[config.mk]
export PLATFORM = sky130hd
export DESIGN_NAME = tmfc_back
export DESIGN_NICKNAME = d
export VERILOG_FILES = /design/src/hdl/tmfc_pkg.sv /design/src/hdl/tmfc_back.sv
export SDC_FILE = /design/constraint.sdc
export NUM_CORES = 1
export LEC_CHECK = 0
export ABC_CLOCK_PERIOD_IN_PS = 11000
export BUFFER_PORTS_ARGS = -buffer_cell sky130_fd_sc_hd__buf_2
export CORE_MARGIN = 8
export CORE_UTILIZATION = 65
export CTS_BUF_LIST = sky130_fd_sc_hd__clkbuf_4 sky130_fd_sc_hd__clkbuf_8
export CTS_CLUSTER_DIAMETER = 50
export DETAILED_ROUTE_END_ITERATION = 12
export GPL_ROUTABILITY_DRIVEN = 1
export PLACE_DENSITY = 0.84
export SYNTH_ARGS = -nofsm -noshare
export SYNTH_HDL_FRONTEND = slang
export SYNTH_SLANG_ARGS = --single-unit
[constraint.sdc]
create_clock -name clock -period 11 [get_ports clock]
set_clock_uncertainty 0.15 [all_clocks]
set_input_delay 0 -clock clock [delete_from_list [all_inputs] [get_ports clock]]
set_output_delay 0 -clock clock [all_outputs]
set_load 0.02 [all_outputs]
[src/hdl/tmfc_pkg.sv]
// Shared types and constants for the tracker module format checker.
// Depends on nothing; every module of the checker imports it.
`timescale 1ns / 1ps
`default_nettype none

package tmfc_pkg;

   // Layout of the packed module file
   localparam int HEADER_END   = 564;
   localparam int LIST_LAST    = 129;
   localparam int RECORD_FIRST = 130;
   localparam int RECORD_BYTES = 14;

   // Queue between the front and back parts
   localparam int QUEUE_DEPTH     = 4;
   localparam int QUEUE_PTR_WIDTH = 2;

   // Offsets inside one 14-byte sample record
   localparam logic [3:0] REC_ADDR_0     = 4'd0;
   localparam logic [3:0] REC_ADDR_1     = 4'd1;
   localparam logic [3:0] REC_ADDR_2     = 4'd2;
   localparam logic [3:0] REC_ADDR_3     = 4'd3;
   localparam logic [3:0] REC_LEN_HI     = 4'd4;
   localparam logic [3:0] REC_LEN_LO     = 4'd5;
   localparam logic [3:0] REC_VOLUME     = 4'd7;
   localparam logic [3:0] REC_LOOP_0     = 4'd8;
   localparam logic [3:0] REC_LOOP_1     = 4'd9;
   localparam logic [3:0] REC_LOOP_2     = 4'd10;
   localparam logic [3:0] REC_LOOP_3     = 4'd11;
   localparam logic [3:0] REC_LOOP_LEN_HI = 4'd12;
   localparam logic [3:0] REC_LOOP_LEN_LO = 4'd13;
   localparam logic [3:0] REC_OFF_LAST   = 4'd13;

   // Offsets inside one four-byte pattern cell
   localparam logic [1:0] CELL_SAMPLE = 2'd0;
   localparam logic [1:0] CELL_NOTE   = 2'd1;
   localparam logic [1:0] CELL_EFFECT = 2'd2;
   localparam logic [1:0] CELL_VALUE  = 2'd3;

   // Limits
   localparam logic [7:0]  MAX_VOLUME   = 8'h40;
   localparam logic [7:0]  MAX_PATTERN  = 8'h7f;
   localparam logic [7:0]  MAX_NOTE     = 8'h48;
   localparam logic [7:0]  MAX_SAMPLE   = 8'h1f;
   localparam logic [7:0]  MAX_EFFECT_VALUE = 8'h40;
   localparam logic [7:0]  MAX_JUMP_VALUE   = 8'h7f;
   localparam logic [21:0] SAMPLE_LIMIT = 22'(31 * 65535);
   localparam logic [21:0] SAMPLE_MIN_EXCL = 22'd2;
   localparam logic [22:0] CONVERT_BASE = 23'd1084;

   // Effect codes that carry a bounded value
   localparam logic [3:0] EFFECT_JUMP   = 4'hb;
   localparam logic [3:0] EFFECT_VOLUME = 4'hc;
   localparam logic [3:0] EFFECT_BREAK  = 4'hd;

   // Region of the file that one byte falls in
   typedef enum logic [2:0] {
      KIND_COUNT,
      KIND_SKIP,
      KIND_LIST,
      KIND_RECORD,
      KIND_BODY
   } kind_type;

   // One classified byte as it travels from the front to the back part
   typedef struct packed {
      kind_type    kind;
      logic [6:0]  index;   // list entry number or record byte offset
      logic [7:0]  data;
      logic        last;
   } item_type;

endpackage

`default_nettype wire

[src/hdl/tmfc_back.sv]
// Back part: runs the format checks, keeps the running totals and holds the
// verdict in a result register. Depends on tmfc_pkg.
`timescale 1ns / 1ps
`default_nettype none

module tmfc_back #(
   parameter int POSITION_WIDTH = 32
) (
   input  wire                       clock,
   input  wire                       reset,
   input  wire                       item_valid,
   input  tmfc_pkg::item_type        item,
   input  wire  [POSITION_WIDTH-1:0] pos,
   output logic                      item_take,
   output logic                      rsp_empty,
   input  wire                       rsp_pop,
   output logic                      rsp_accepted,
   output logic [22:0]               rsp_converted_size
);
   import tmfc_pkg::*;

   localparam int XW = POSITION_WIDTH + 1;

   logic        rejected_ff, rejected_in;
   logic [7:0]  list_count_ff, list_count_in;
   logic [6:0]  highest_ff, highest_in;
   logic [21:0] sample_total_ff, sample_total_in;
   logic [31:0] addr_ff, addr_in;
   logic [16:0] len_ff, len_in;
   logic [31:0] loop_addr_ff, loop_addr_in;
   logic [16:0] loop_len_ff, loop_len_in;
   logic [31:0] diff_ff, diff_in;
   logic        pre_fail_ff, pre_fail_in;
   logic [3:0]  effect_ff, effect_in;
   logic        rsp_valid_ff, rsp_valid_in;
   logic        acc_ff, acc_in;
   logic [22:0] size_ff, size_in;

   logic        fire, ok;
   logic [17:0] pattern_bytes;
   logic [22:0] body_start;
   logic [23:0] body_end;
   logic [XW-1:0] posx;
   logic        in_body;
   logic [1:0]  cell_off;
   logic [16:0] new_loop_len;
   logic [3:0]  rec_off;

   always_ff @(posedge clock) begin
      if (reset) begin
         rejected_ff     <= 1'b0;
         list_count_ff   <= '0;
         highest_ff      <= '0;
         sample_total_ff <= '0;
         effect_ff       <= '0;
         rsp_valid_ff    <= 1'b0;
      end else begin
         rejected_ff     <= rejected_in;
         list_count_ff   <= list_count_in;
         highest_ff      <= highest_in;
         sample_total_ff <= sample_total_in;
         effect_ff       <= effect_in;
         rsp_valid_ff    <= rsp_valid_in;
      end
   end

   always_ff @(posedge clock) begin
      addr_ff      <= addr_in;
      len_ff       <= len_in;
      loop_addr_ff <= loop_addr_in;
      loop_len_ff  <= loop_len_in;
      diff_ff      <= diff_in;
      pre_fail_ff  <= pre_fail_in;
      acc_ff       <= acc_in;
      size_ff      <= size_in;
   end

   always_comb begin
      // pattern region from the totals as they stand before this byte
      pattern_bytes = {({1'b0, highest_ff} + 8'd1), 10'b0};
      body_start    = 23'(HEADER_END) + {1'b0, sample_total_ff};
      body_end      = {1'b0, body_start} + 24'(pattern_bytes);
      posx          = {1'b0, pos};
      in_body       = (posx >= XW'(body_start)) && (posx < XW'(body_end));
      cell_off      = pos[1:0] - sample_total_ff[1:0];
      rec_off       = item.index[3:0];
      new_loop_len  = {loop_len_ff[16:9], item.data, 1'b0};

      // a verdict waits only for a free result register
      item_take = !item.last || !rsp_valid_ff || rsp_pop;
      fire      = item_valid && item_take;

      rejected_in     = rejected_ff;
      list_count_in   = list_count_ff;
      highest_in      = highest_ff;
      sample_total_in = sample_total_ff;
      addr_in         = addr_ff;
      len_in          = len_ff;
      loop_addr_in    = loop_addr_ff;
      loop_len_in     = loop_len_ff;
      diff_in         = diff_ff;
      pre_fail_in     = pre_fail_ff;
      effect_in       = effect_ff;
      rsp_valid_in    = rsp_valid_ff && !rsp_pop;
      acc_in          = acc_ff;
      size_in         = size_ff;
      ok              = 1'b0;

      if (fire) begin
         unique case (item.kind)
            KIND_COUNT: begin
               list_count_in = item.data;
            end
            KIND_SKIP: begin
            end
            KIND_LIST: begin
               if (item.data > MAX_PATTERN) begin
                  rejected_in = 1'b1;
               end else if (item.data[6:0] > highest_ff) begin
                  highest_in = item.data[6:0];
               end
               if (({2'b00, item.index} >= ({1'b0, list_count_ff} + 9'd2)) &&
                   (item.data != 8'd0)) begin
                  rejected_in = 1'b1;
               end
            end
            KIND_RECORD: begin
               unique case (rec_off)
                  REC_ADDR_0, REC_ADDR_1, REC_ADDR_2, REC_ADDR_3: begin
                     addr_in = {addr_ff[23:0], item.data};
                  end
                  REC_LEN_HI: begin
                     len_in = {item.data, 9'b0};
                  end
                  REC_LEN_LO: begin
                     len_in = {len_ff[16:9], item.data, 1'b0};
                  end
                  REC_VOLUME: begin
                     if (item.data > MAX_VOLUME) begin
                        rejected_in = 1'b1;
                     end
                  end
                  REC_LOOP_0, REC_LOOP_1, REC_LOOP_2, REC_LOOP_3: begin
                     loop_addr_in = {loop_addr_ff[23:0], item.data};
                  end
                  REC_LOOP_LEN_HI: begin
                     // addresses are complete: do the offset checks one byte early
                     loop_len_in = {item.data, 9'b0};
                     diff_in     = loop_addr_ff - addr_ff;
                     pre_fail_in = (loop_addr_ff < addr_ff) ||
                                   (addr_ff < 32'(HEADER_END)) ||
                                   (loop_addr_ff < 32'(HEADER_END)) ||
                                   ((loop_addr_ff - addr_ff) > {15'b0, len_ff});
                  end
                  REC_LOOP_LEN_LO: begin
                     loop_len_in = new_loop_len;
                     if (pre_fail_ff ||
                         (({1'b0, diff_ff} + 33'(new_loop_len)) > (33'(len_ff) + 33'd2))) begin
                        rejected_in = 1'b1;
                     end
                     sample_total_in = sample_total_ff + 22'(len_ff);
                  end
                  default: begin
                  end
               endcase
            end
            KIND_BODY: begin
               if (in_body) begin
                  unique case (cell_off)
                     CELL_SAMPLE: begin
                        if (item.data > MAX_SAMPLE) begin
                           rejected_in = 1'b1;
                        end
                     end
                     CELL_NOTE: begin
                        if ((item.data > MAX_NOTE) || item.data[0]) begin
                           rejected_in = 1'b1;
                        end
                     end
                     CELL_EFFECT: begin
                        effect_in = item.data[3:0];
                     end
                     CELL_VALUE: begin
                        if (((effect_ff == EFFECT_VOLUME) || (effect_ff == EFFECT_BREAK)) &&
                            (item.data > MAX_EFFECT_VALUE)) begin
                           rejected_in = 1'b1;
                        end
                        if ((effect_ff == EFFECT_JUMP) && (item.data > MAX_JUMP_VALUE)) begin
                           rejected_in = 1'b1;
                        end
                     end
                     default: begin
                     end
                  endcase
               end
            end
            default: begin
            end
         endcase

         if (item.last) begin
            ok = !rejected_in && (list_count_in != 8'd0) &&
                 (list_count_in <= MAX_PATTERN) &&
                 (sample_total_in > SAMPLE_MIN_EXCL) &&
                 (sample_total_in <= SAMPLE_LIMIT) &&
                 ((posx + XW'(1)) >= XW'(body_end));
            rsp_valid_in = 1'b1;
            acc_in       = ok;
            size_in      = ok ? (CONVERT_BASE + {1'b0, sample_total_in} + 23'(pattern_bytes))
                              : 23'd0;
            // restart for the next file
            rejected_in     = 1'b0;
            list_count_in   = '0;
            highest_in      = '0;
            sample_total_in = '0;
            effect_in       = '0;
            addr_in         = '0;
            len_in          = '0;
            loop_addr_in    = '0;
            loop_len_in     = '0;
         end
      end

      rsp_empty          = !rsp_valid_ff;
      rsp_accepted       = acc_ff;
      rsp_converted_size = size_ff;
   end

endmodule

`default_nettype wire

==> flow_metrics.env <==
export IMPL_grt_use_total_pct=30.7
export IMPL_arrival_ps=6830
export IMPL_status="finished clean"
export IMPL_p_leak_nw=7.42
export IMPL_die_area_um2=31000
export IMPL_drt_vias_per_instance=6.61
export IMPL_multi_input_area_um2=10900
export IMPL_ios=81
export IMPL_synth_area_um2=16700
export IMPL_overflow=0
export IMPL_dpl_cell_count=2265
export IMPL_crit_type="flip-flop to flip-flop"
export IMPL_ir_worst_vdd_mv=0.138
export IMPL_synth_main_ff_cell="edfxtp_1"
export IMPL_cp_top_family="adder cells"
export IMPL_synth_edff_count=144
export IMPL_first_global_vias=14200
export IMPL_rr_startpoint="sample_total_ff[2]"
export IMPL_crit_slowest_cell="dlygate4sd3_1"
export IMPL_synth_area_leaders="edfxtp_1 26%, ha_1 15%, dfxtp_1 5.0%"
export IMPL_synth_top_area_share_pct=25.9
export IMPL_synthTopCellsByCount="205 x ha_1, 179 x nor2_1, 144 x edfxtp_1, 124 x a21oi_1, 120 x inv_1"
export IMPL_cts_sinks=186
export IMPL_cp_slowest_stage_delay_ps=600
export IMPL_yosysMostFrequentCell="ha_1"
export IMPL_wire_per_inst_um=20.9
export IMPL_hp_class="input pin to flip-flop"
export IMPL_dp_hpwl_um=38400
export IMPL_drive_gt1_share_pct=8.24
export IMPL_cts_inserted_buffers=17
export IMPL_required_ps=11240
export IMPL_slew_violations=0
export IMPL_synth_adder_area_share_pct=16.2
export IMPL_cts_root_buffer="clkbuf_8"
export IMPL_reg2reg_depth=23
export IMPL_finalHoldViolCount=0
export IMPL_worstPathMaxFanout=9
export IMPL_remaining_drc_errors=0
export IMPL_crit_path_cell_trace="ha_1 -> nor3_1 -> nor2_1 -> nor2_1 -> xnor2_1 -> ha_1 -> fa_1 -> a21oi_1 -> o21ai_0 -> o21a_1 -> nor2_1 -> xor2_1 -> ha_1 -> nand2_1 -> o21ai_0 -> a21o_1 -> maj3_1 -> maj3_1 -> a211oi_1 -> nor4b_2 -> nand3b_1 -> a21oi_1 -> dlygate4sd3_1"
export IMPL_coreArea_um2=25200
export IMPL_clkLatencyLatePin_ps=500
export IMPL_design_area_um2=18000
export IMPL_maxCapViolations=0
export IMPL_layout_nets=2231
export IMPL_antenna_found_initial=1
export IMPL_setup_violations=0
export IMPL_synth_cells=1890
export IMPL_tritoncts="yes"
export IMPL_synth_simple_gate_area_share_pct=21.8
export IMPL_worstMarginPinSlew_ps=1210
export IMPL_rrSetupSlack_ps=4400
export IMPL_clk_pin_slew_ps=150
export IMPL_power_density_nw_per_um2=94.6
export IMPL_initial_utilization_pct=66.2
export IMPL_hold_end="addr_ff[26]"
export IMPL_synth_yosys_seq_area_share_pct=31.0
export IMPL_fin_crit_sh_pct=60.0
export IMPL_async_flop_share_pct=0
export IMPL_cts_buffer_depth=2
export IMPL_fin_cells=2309
export IMPL_start_kind="flip-flop"
export IMPL_regToRegEndpoint="effect_ff[2]"
export IMPL_fin_tns_setup_ps=0
export IMPL_routed_wl_um=48300
export IMPL_drt_iter0_drc=2011
export IMPL_relSlewSlack_pct=19.0
export IMPL_synth_mux_area_share_pct=0.886
export IMPL_fin_crit_ps=6600
export IMPL_crit_buf_inv=1
export IMPL_synth_compound_area_share_pct=19.0
export IMPL_cts_resized=0
export IMPL_fmax_ghz=0.152
export IMPL_via_count=15300
export IMPL_synth_distinct_cells=86
export IMPL_portBuffers=79
export IMPL_htree_levels=4
export IMPL_post_dp_cell_area_um2=17400
export IMPL_die_y_um=176
export IMPL_grt_pass1_wl_um=76500
export IMPL_place_congestion=0.977
export IMPL_synth_seq_cells=186
export IMPL_hold_depth=3
export IMPL_grt_max_degree=65
export IMPL_synth_xor_area_share_pct=7.04
export IMPL_hold_path_startpoint="item[0]"
export IMPL_yosysWarnings=0
export IMPL_area_growth_pct=7.85
export IMPL_fill_cells=1988
export IMPL_regArea_um2=5160
export IMPL_cp_end_kind="flip-flop"
export IMPL_drt_pass1_iterations=6
export IMPL_synth_area_leader_cell="edfxtp_1"
export IMPL_total_power_mw=1.70
export IMPL_rsz0062_at_grt="false"
export IMPL_fp_dieW_um=176
export IMPL_ant_nets=0
export IMPL_synth_top_family_by_area="simple AND/OR/NAND/NOR gates"
export IMPL_rows=58
export IMPL_synth_avg_cell_area_um2=8.82
## worst register-to-register path, cell delays in order (launching register included)
cell and delay (ps):
dfxtp_1 450, ha_1 310, nor3_1 240, nor2_1 80
nor2_1 170, xnor2_1 130, ha_1 250, fa_1 410
a21oi_1 200, o21ai_0 180, o21a_1 220, nor2_1 140
xor2_1 270, ha_1 290, nand2_1 70, o21ai_0 70
a21o_1 160, maj3_1 350, maj3_1 370, a211oi_1 540
nor4b_2 580, nand3b_1 180, a21oi_1 70, dlygate4sd3_1 600
## layout make-up
type	instances	area share (%)
inverters	121	2.53
clock buffers	17	1.30
repair buffers	105	3.44
multi-input cells	1534	60.4
well taps	330	2.30
clock inverters	15	1.25
diodes	1	0.0139
flip-flops and latches	186	28.7
## per-layer routing
metal / wire length [um] / vias up / track usage, %
met5: 0 / - / 0
met4: 1190 / 0 / 8.27
met3: 5050 / 90 / 5.04
met2: 20700 / 815 / 45.7
met1: 21400 / 7174 / 45.1
li1: - / 7184 / -
## through the flow
| stage | hold WS (ps) | setup WS (ps) | utilization, % |
|---|---|---|---|
| floorplan | 27.6 | 5990 | - |
| global placement | 121 | 5180 | 69.1 |
| detailed placement | 142 | 4990 | 69.1 |
| CTS | 21.1 | 4510 | 71.4 |
| global route | 58.8 | 3840 | 71.4 |
| finish | 38.9 | 4400 | 71.4 |
## how the worst max path moves through the flow
| stage | startpoint | end | slack (ps) | depth (start not counted) |
|---|---|---|---|---|
| 2_1_floorplan | sample_total_ff[4] | rsp_converted_size[21] | 5990 | 24 |
| 3_3_place_gp | diff_ff[1] | rsp_converted_size[21] | 5180 | 18 |
| 3_5_place_dp | diff_ff[1] | rsp_converted_size[14] | 4990 | 18 |
| 4_1_cts | sample_total_ff[2] | effect_ff[2] | 4510 | 23 |
| 5_1_grt | sample_total_ff[2] | effect_ff[2] | 3840 | 23 |
| 6_report | sample_total_ff[2] | effect_ff[2] | 4400 | 23 |
## cells in the final DEF, fill, tap and decap left out, drive strengths merged, types with 8 or more instances in the layout
cell / count
o31ai: 16
nand3b: 12
nand3: 70
a211oi: 25
and2: 27
buf: 94
o21a: 28
or2: 20
nor4: 23
or3: 18
nor3: 46
clkbuf: 17
o21bai: 14
edfxtp: 144
or4: 12
o211ai: 15
nor2: 179
nor3b: 12
inv: 131
ha: 205
a22oi: 25
dlygate4sd3: 11
nand2: 110
nand2b: 22
nand4: 42
a21oi: 124
nor2b: 44
mux2i: 8
a31oi: 13
and3: 24
o21ai: 75
xor2: 51
dfxtp: 42
xnor2: 83
a21o: 51
and4: 13
## timing repair
action                                 CTS  global route
hold buffers                            11             0
endpoints found under the hold margin   53             0
buffers inserted                         0             0
## sequential cells by signal, summed over array words and instances (netlist names)
| register | count |
|---|---|
| addr_ff | 32 |
| list_count_ff | 8 |
| diff_ff | 32 |
| loop_len_ff | 8 |
| sample_total_ff | 21 |
| rsp_accepted | 1 |
| pre_fail_ff | 1 |
| effect_ff | 4 |
| loop_addr_ff | 32 |
| len_ff | 16 |
| highest_ff | 7 |
| rsp_valid_ff | 1 |
| rsp_converted_size | 22 |
| rejected_ff | 1 |
## logic make-up after synthesis
logic type,after synthesis
buffers and inverters,173
XOR/XNOR,134
multiplexers,14
adder cells (fa/ha/maj),213
flip-flops,186
AND/OR/NAND/NOR,695
other,2
AO/OA/AOI/OAI,473
## power breakdown
group          total (mW)  switching (mW)  internal [mW]
Combinational       0.370           0.231          0.139
Clock               0.530           0.339          0.191
Sequential          0.800          0.0153          0.785
Total                1.70           0.586           1.11
Power figures use the tool's default switching activity.
